--- config.mk ---
export PLATFORM = sky130hd
export DESIGN_NAME = weather_frame_crc8_decoder_top
export DESIGN_NICKNAME = d
export VERILOG_FILES = /design/src/design/wfcrc8_pkg.sv /design/src/design/weather_frame_crc8_decoder_top.sv
export SDC_FILE = /design/constraint.sdc
export NUM_CORES = 1
export LEC_CHECK = 0
export ABC_AREA = 1
export BUFFER_PORTS_ARGS = -buffer_cell sky130_fd_sc_hd__buf_2
export CORE_MARGIN = 2
export CORE_UTILIZATION = 35
export DETAILED_ROUTE_END_ITERATION = 8
export RECOVER_POWER = 50
export SLEW_MARGIN = 0
export SYNTH_ARGS = -nofsm -noshare
export SYNTH_HDL_FRONTEND = slang
export SYNTH_SLANG_ARGS = --single-unit
--- constraint.sdc ---
create_clock -name clk -period 4.7 [get_ports clk]
set_clock_uncertainty 0.2 [all_clocks]
set_input_delay 0.235 -clock clk [delete_from_list [all_inputs] [get_ports clk]]
set_output_delay 0.235 -clock clk [all_outputs]
set_load 0.02 [all_outputs]
--- src/design/wfcrc8_pkg.sv ---
// shared types, constants and crc function for the weather frame crc8 decoder
`timescale 1ns / 1ps

package wfcrc8_pkg;

	localparam logic [7:0] CRC_POLY      = 8'h31;
	localparam logic [7:0] PREAMBLE_BYTE = 8'hFF;
	localparam logic [7:0] BATTERY_MASK  = 8'h80;
	localparam int         PAYLOAD_DEPTH = 14;
	localparam int         COUNT_W       = 5;
	localparam int         IDX_W         = 4;
	localparam logic [COUNT_W-1:0] COUNT_CRC_LAST = 5'd14;
	localparam logic [COUNT_W-1:0] COUNT_CHECK    = 5'd15;
	localparam logic [COUNT_W-1:0] COUNT_MAX      = 5'd17;

	typedef struct packed {
		logic [7:0] data_byte;
		logic       frame_end;
	} wfc_in_t;

	typedef struct packed {
		logic               frame_ok;
		logic [7:0]         sensor_id;
		logic signed [15:0] temperature_tenths;
		logic [7:0]         humidity_percent;
		logic [15:0]        wind_speed_tenths;
		logic [15:0]        wind_gust_tenths;
		logic [15:0]        wind_direction_deg;
		logic [9:0]         rain_tenths_mm;
		logic [7:0]         uv_index;
		logic [19:0]        ambient_lux;
		logic               battery_low;
	} wfc_out_t;

	function automatic logic [7:0] crc8_update(input logic [7:0] crc, input logic [7:0] b);
		logic [7:0] c;
		c = crc ^ b;
		for (int k = 0; k < 8; k++) begin
			if (c[7]) begin
				c = {c[6:0], 1'b0} ^ CRC_POLY;
			end else begin
				c = {c[6:0], 1'b0};
			end
		end
		return c;
	endfunction

endpackage

--- src/design/weather_frame_crc8_decoder_top.sv ---
// weather sensor frame decoder with crc8 check, single pass top level
// a result is registered in the output register when its last beat leaves the input stage
// one input beat per cycle, but a last beat stalls while an untaken result is held
// a result waits in the output register while further beats are taken
// reset clears the counter, crc, preamble flag and valid flags
// the payload bytes are not cleared; only bytes of the current frame reach a result
`timescale 1ns / 1ps

module weather_frame_crc8_decoder_top (
	input  logic                  clk,
	input  logic                  arst_n,
	input  logic                  in_valid,
	output logic                  in_ready,
	input  wfcrc8_pkg::wfc_in_t   in_data,
	output logic                  out_valid,
	input  logic                  out_ready,
	output wfcrc8_pkg::wfc_out_t  out_data
);

	logic                           valid_s1;
	wfcrc8_pkg::wfc_in_t            data_s1;
	logic [wfcrc8_pkg::COUNT_W-1:0] count_q;
	logic [7:0]                     crc_q;
	logic                           preamble_q;
	logic [7:0]                     store_q [wfcrc8_pkg::PAYLOAD_DEPTH];
	logic                           out_valid_q;
	wfcrc8_pkg::wfc_out_t           out_data_q;

	logic                           advance;
	logic                           ok;
	logic [wfcrc8_pkg::IDX_W-1:0]   store_idx;
	logic [15:0]                    ambient_raw;
	wfcrc8_pkg::wfc_out_t           result;

	assign advance   = valid_s1 && (!data_s1.frame_end || !out_valid_q || out_ready);
	assign in_ready  = !valid_s1 || advance;
	assign out_valid = out_valid_q;
	assign out_data  = out_data_q;

	assign store_idx = count_q[wfcrc8_pkg::IDX_W-1:0] - {{(wfcrc8_pkg::IDX_W-1){1'b0}}, 1'b1};
	assign ok = data_s1.frame_end && (count_q == wfcrc8_pkg::COUNT_CHECK) && preamble_q
		&& (crc_q == data_s1.data_byte);
	assign ambient_raw = {store_q[12], store_q[13]};

	always_comb begin
		result = '0;
		if (ok) begin
			result.frame_ok           = 1'b1;
			result.sensor_id          = store_q[0];
			result.temperature_tenths = {store_q[1], store_q[2]};
			result.humidity_percent   = store_q[3];
			result.wind_speed_tenths  = {store_q[4], store_q[5]};
			result.wind_gust_tenths   = {store_q[6], store_q[7]};
			result.wind_direction_deg = {store_q[8], store_q[9]};
			result.rain_tenths_mm     = {1'b0, store_q[10], 1'b0} + {2'b00, store_q[10]};
			result.uv_index           = store_q[11];
			result.ambient_lux        = {1'b0, ambient_raw, 3'b000} + {3'b000, ambient_raw, 1'b0};
			result.battery_low        = |(store_q[0] & wfcrc8_pkg::BATTERY_MASK);
		end
	end

	// control
	always_ff @(posedge clk or negedge arst_n) begin
		if (!arst_n) begin
			valid_s1    <= 1'b0;
			count_q     <= '0;
			crc_q       <= '0;
			preamble_q  <= 1'b0;
			out_valid_q <= 1'b0;
		end else begin
			if (in_ready) begin
				valid_s1 <= in_valid;
			end
			if (advance && data_s1.frame_end) begin
				out_valid_q <= 1'b1;
			end else if (out_ready) begin
				out_valid_q <= 1'b0;
			end
			if (advance) begin
				if (data_s1.frame_end) begin
					count_q    <= '0;
					crc_q      <= '0;
					preamble_q <= 1'b0;
				end else begin
					if (count_q < wfcrc8_pkg::COUNT_MAX) begin
						count_q <= count_q + 1'b1;
					end
					if (count_q <= wfcrc8_pkg::COUNT_CRC_LAST) begin
						crc_q <= wfcrc8_pkg::crc8_update(crc_q, data_s1.data_byte);
					end
					if (count_q == '0) begin
						preamble_q <= (data_s1.data_byte == wfcrc8_pkg::PREAMBLE_BYTE);
					end
				end
			end
		end
	end

	// payload
	always_ff @(posedge clk) begin
		if (in_ready && in_valid) begin
			data_s1 <= in_data;
		end
		if (advance && count_q != '0 && count_q <= wfcrc8_pkg::COUNT_CRC_LAST) begin
			store_q[store_idx] <= data_s1.data_byte;
		end
		if (advance && data_s1.frame_end) begin
			out_data_q <= result;
		end
	end

endmodule

# Yosys cells after proc, flatten, opt, wreduce, memory -nomap -nowiden
# Memories as Yosys holds them, arrays and structs flattened.
# Index checks and enable logic that the tools add are counted.
# Widths: inputs -> output; s select.
[word_totals] word_cells=100 inputBits=13 mem_count=1 mem_bits_rw=112 ff_bits=145
[mem_list] name="store_q" depth=14 word_bits=8 rd=14 rd_clocked_by_memory_dff=0 write_ports=1 line_no="weather_frame_crc8_decoder_top.sv:25" source="logic [7:0] store_q [wfcrc8_pkg::PAYLOAD_DEPTH];"
[classes] add_sub_neg=4 bitwise_logic=9 n_reduce_logical=23 eq_ne=3 n_lt_le_gt_ge=2 n_mux=40
[ops] cell="$mux 8" count=23
[ops] cell="$mux 120" count=1
[ops] cell="$mux 6" count=8
[ops] cell="$not 3->3" count=8
[ops] cell="$add 19x17->20" count=1
[ops] cell="$add 9x8->10" count=1
[ops] cell="$mux 5" count=2
[ops] cell="$eq 8x8->1" count=1
[ops] cell="$eq 8x8->1 const B" count=1
[ops] cell="$logic_and 1x1->1" count=8
[ops] cell="$reduce_bool 2->1" count=4
[ops] cell="$xor 8x8->8" count=1
[ops] cell="$mux 1" count=6
[ops] cell="$reduce_and 2->1" count=3
[ops] cell="$add 5x1->5 const B" count=1
[ops] cell="$eq 5x4->1 const B" count=1
[ops] cell="$le 5x4->1 const B" count=1
[ops] cell="$logic_not 5->1" count=1
[ops] cell="$lt 5x5->1 const B" count=1
[ops] cell="$reduce_bool 5->1" count=1
[ops] cell="$sub 4x1->4 const B" count=1
[ops] cell="$logic_not 1->1" count=3
[ops] cell="$logic_or 1x1->1" count=3

# Logic depth before layout (Yosys ltp)
[depth] depth_word=40 depth_mapped=12 mapped_depth_nobuf=12

# Least setup slack after synthesis
# Ideal clock, no wire load.
[synth_timing] path_kind="register to register" start="reg out_valid_q, in the netlist out_valid" end="reg out_data_q (netlist bit out_data[100]), enable pin" setup_time_ps=472 n_path_buf=0 t_arrival_ps=3199 stages_incl_launch_ff=4 path_slack_ps=829 required_ps=4028 cell_sequence="dfrtp_1 -> a31oi_1 -> nand2_1 -> inv_1"
[synth_via] elab_chain_len=5
[synth_rtl] element="start: declaration" line_no="weather_frame_crc8_decoder_top.sv:26" source="logic out_valid_q;"
[synth_rtl] element="start signal: assignment" line_no="weather_frame_crc8_decoder_top.sv:69" source="out_valid_q <= 1'b0;"
[synth_rtl] element="start signal: assignment" line_no="weather_frame_crc8_decoder_top.sv:75" source="out_valid_q <= 1'b1;"
[synth_rtl] element="start signal: assignment" line_no="weather_frame_crc8_decoder_top.sv:77" source="out_valid_q <= 1'b0;"
[synth_rtl] element="$logic_not 1->1" line_no="weather_frame_crc8_decoder_top.sv:35" source="assign advance = valid_s1 && (!data_s1.frame_end || !out_valid_q || out_ready);"
[synth_rtl] element="$logic_or 1x1->1 (2 in series)" line_no="weather_frame_crc8_decoder_top.sv:35"
[synth_rtl] element="$logic_and 1x1->1" line_no="weather_frame_crc8_decoder_top.sv:35"
[synth_rtl] element="$logic_and 1x1->1" line_no="weather_frame_crc8_decoder_top.sv:107" source="if (advance && data_s1.frame_end) begin"
[synth_rtl] element="end signal: assignment" line_no="weather_frame_crc8_decoder_top.sv:108" source="out_data_q <= result;"
[synth_rtl] element="end: declaration" line_no="weather_frame_crc8_decoder_top.sv:27" source="wfcrc8_pkg::wfc_out_t out_data_q;"
# No other way between the ends.
# A chain may end at the register's enable or synchronous reset.

# Worst setup path after layout
[layout_timing] start="reg data_s1[3] in the netlist's numbering" end="reg out_data_q (netlist bit out_data[54]), data pin"
[layout_via] elab_chain_len=2
[layout_rtl] element="start: declaration" line_no="weather_frame_crc8_decoder_top.sv:21" source="wfcrc8_pkg::wfc_in_t data_s1;"
[layout_rtl] element="start signal: assignment" line_no="weather_frame_crc8_decoder_top.sv:102" source="data_s1 <= in_data;"
[layout_rtl] element="$eq 8x8->1" line_no="weather_frame_crc8_decoder_top.sv:42" source="&& (crc_q == data_s1.data_byte);"
[layout_rtl] element="$logic_and 1x1->1" line_no="weather_frame_crc8_decoder_top.sv:42"
# No other way between the ends.

==> reports/results.md <==
* **count of TritonRoute iterations in the first routing pass** 6
* **post-synthesis instance area** 11390 sq um
* **count of cells along the worst register-to-register path** 5
* **CTS Sinks** 255
* **multi-input logic area** 3003 sq um
* **Die W** 184.4 um
* **main combinational cell family by area after synthesis** simple AND/OR/NAND/NOR gates
* **r2r setup slk** 1.07 ns
* **global-route wire length before repair** 34.66 mm
* **min setup slack post-route** 1.071 ns
* **number of instances on the worst hold path** 2
* **detailed placer's ending HPWL** 14.79 mm
* **setup TNS** 0 ns
* **Critical Path Source Type** register
* **sequential share of power** 0.480
* **Max Slew Vio Count** 0
* **number of distinct library cell variants in the gate-level netlist after synthesis** 36
* **share of the clock period used by the worst path after layout** 0.7722
* **count of flip-flops with a built-in enable after synthesis** 239
* **number of nets in the layout** 1083
* **Max Clock Freq** 275.5 MHz
* **startpoint of the lowest-slack hold path** in_data[7]
* **endpoint arrival time on the critical path** 3.69 ns
* **share of synthesized cell area in full adder, half adder and majority cells** 0.03537
* **worst setup path class** reg -> reg
* **via count of the first global-routing pass** 6393
* **Die Y** 184.4 um
* **endpoints failing hold** 0
* **num ports** 135
* **Least-Margin Pin Slew** 1.374 ns
* **Cell Int Power** 0.004213 W
* **maximum fanout encountered on the critical timing path** 55
* **total clock buffers created by CTS** 28
* **number of antenna diodes** 0
* **full die area** 34010 sq um
* **run status** finished clean
* **VDD IR-drop max** 0.0002761 V
* **cell row count** 66
* **CTS clk-pin slew, worst paths** 0.06 ns
* **post-cts resize count** 0
* **most frequent standard cell in the layout excluding fill and tap cells** sky130_fd_sc_hd__edfxtp_1
* **required time of the critical path** 4.76 ns
* **type of element capturing the critical path** register
* **Filler Cell Count** 3041
* **commonest cells after routing, fill and taps aside** sky130_fd_sc_hd__edfxtp_1, sky130_fd_sc_hd__inv_1, sky130_fd_sc_hd__clkbuf_1
* **end of the worst register-to-register path** out_data[54]
* **area share of xor/xnor cells in the synthesized design** 0.01505
* **most frequently used flop master after synthesis** sky130_fd_sc_hd__edfxtp_1
* **Std-Cell Core Area** 32290 sq um
* **type of the most critical hold path** in -> reg
* **Min-Delay Endpoint** data_s1[7]
* **Post-Syn Area per Cell** 13.23 sq um
* **power density normalized to cell area** 432.7 nW/um^2
* **number of failing setup endpoints in the final timing report** 0
* **complex-gate fraction of the synthesized area** 0.02471
* **worst slack at placement** 1.385 ns
* **global placement routability congestion** 0.8921
* **Comb pwr share** 0.146
* **met1 usage** 0.1735
* **Via-to-Cell Ratio** 4.350
* **Seq/Total Area, Yosys** 0.6652
* **count of antenna-violating nets left after detailed routing** 0
* **post-detailed-route DRC marker count** 0
* **TritonCTS clock tree** built
* **crit path time final** 3.629 ns
* **max-cap viol count** 0
* **leakage component of the power** 5.086 nW
* **final routed wirelength across all metal layers** 22.63 mm
* **cells after synthesis** 861
* **Clk Latency, worst-skew pair** 0.55 ns
* **share of synthesized registers carrying an async set or reset** 0.06275
* **maximum number of pins on one net before global-route repair** 62
* **effective utilization at floorplan** 0.3528
* **area growth from synthesis to layout** 17.60%
* **CTS max path bufs** 3
* **post-synth net total** 905
* **Warnings, synthesis** 0
* **mux cell area share after synthesis** 0
* **remaining global-route overflow** 0
* **sw power** 0.001583 W
* **Clock power frac** 0.374
* **fraction of the mapped netlist area in simple logic gates** 0.1895
* **initial detailed-routing violation count** 463
* **peak-usage layer in the global routing report** met2
* **maximum level of the CTS H-tree** 1
* **flip-flop and latch area** 7577 sq um
* **M3 GR Usage** 0.01996
* **met2 Use GR** 0.2277
* **synthesized flop and latch total** 255
* **clock root buffer** sky130_fd_sc_hd__clkbuf_16
* **Sw Ratio** 0.2731
* **remaining max-slew budget at the tightest pin** 0.08420
* **Port Buf Inserts** 133
* **Reg2Reg Launch Point** data_s1[3]
* **total routing usage reported by global routing** 0.1321
* **via count** 6534
* **average detailed-routed wire length per instance** 15.06 um
* **number of antenna violations at the first check in global routing** 0
* **setup repair after global routing missed its margin** false
* **fraction of final layout cells sized beyond drive strength 1** 0.1528
synthesized netlist by cell type, types with 6 or more instances:
cell,count,area share
sky130_fd_sc_hd__a21oi_1,23,0.010
sky130_fd_sc_hd__buf_12,9,0.016
sky130_fd_sc_hd__dfrtp_1,16,0.035
sky130_fd_sc_hd__edfxtp_1,239,0.63
sky130_fd_sc_hd__ha_1,29,0.032
sky130_fd_sc_hd__inv_1,149,0.049
sky130_fd_sc_hd__nand2_1,118,0.039
sky130_fd_sc_hd__nand3_1,32,0.014
sky130_fd_sc_hd__nand4_1,10,0.0055
sky130_fd_sc_hd__nor2_1,52,0.017
sky130_fd_sc_hd__nor2_4,100,0.099
sky130_fd_sc_hd__nor3_1,20,0.0088
sky130_fd_sc_hd__o21ai_0,15,0.0066
sky130_fd_sc_hd__xnor2_1,6,0.0046
sky130_fd_sc_hd__xor2_1,8,0.0062
worst max-delay path by stage:
stage,startpoint,end,slack (ns),cells after the start
after global routing,data_s1[3],out_data[51],0.90,5
final,data_s1[3],out_data[54],1.07,5
after detailed placement,data_s1[7],out_data[51],1.38,7
after global placement,data_s1[7],out_data[26],1.48,7
after CTS,data_s1[7],out_data[51],1.33,7
after floorplan,out_valid,out_data[100],0.83,3
metrics by stage:
step / std cells / cell area [sq um] / hold WS, ns / power, W / util
6_report: 1502 / 13400 / 0.1891 / 0.005796 / 0.4149
4_1_cts: 1502 / 13600 / 0.1575 / 0.005885 / 0.4212
3_3_place_gp: 1436 / 12530 / 0.003653 / 0.003671 / 0.3880
3_5_place_dp: 1436 / 12530 / 0.007035 / 0.003687 / 0.3880
5_1_grt: 1502 / 13400 / 0.1770 / 0.006079 / 0.4149
2_1_floorplan: 861 / 11390 / -0.2606 / 0.003444 / -
critical path, cell delays in order (launching register included):
cell and delay, ns:
sky130_fd_sc_hd__edfxtp_1 0.33, sky130_fd_sc_hd__clkbuf_1 1.00, sky130_fd_sc_hd__xnor2_1 0.42, sky130_fd_sc_hd__nand4_1 0.68, sky130_fd_sc_hd__buf_12 0.57, sky130_fd_sc_hd__nor2_4 0.03
cell families after synthesis:
kind of cell | after synthesis
compound gates | 51
buf+inv | 166
other cells | 1
simple gates | 340
flops | 255
fa+ha+maj | 31
xor+xnor | 17
metal layers:
metal | vias up | part of all wire
met5 | - | 0
li1 | 3210 | -
met2 | 175 | 0.49
met3 | 34 | 0.057
met4 | 0 | 0.017
met1 | 3115 | 0.44
sequential cells by signal, summed over array words and instances (netlist names):
register / cells
count_q: 5
out_valid: 1
preamble_q: 1
crc_q: 8
out_data: 118
valid_s1: 1
store_q: 112
data_s1: 9
area by class of cell:
class	count	share of cell area
Clock buffer	39	0.05614
Clock inverter	12	0.01252
Inverter	152	0.04278
Multi-Input combinational cell	440	0.2242
Sequential cell	255	0.5657
Tap cell	442	0.04129
Timing Repair Buffer	162	0.05744
power by group through the flow:
stage               registers (W)  clock network [W]  logic, W
finish                    0.00278            0.00217  0.000847
global route              0.00280            0.00233  0.000953
CTS                       0.00278            0.00223  0.000872
detailed placement        0.00283                  0  0.000857
global placement          0.00283                  0  0.000844
floorplan                 0.00287                  0  0.000572
repair_timing:
action                    CTS  global route
hold endpoints to repair   27             0
buffers inserted            0             0
hold buffers               15             0
No activity file was read; power rests on OpenSTA's default activity.
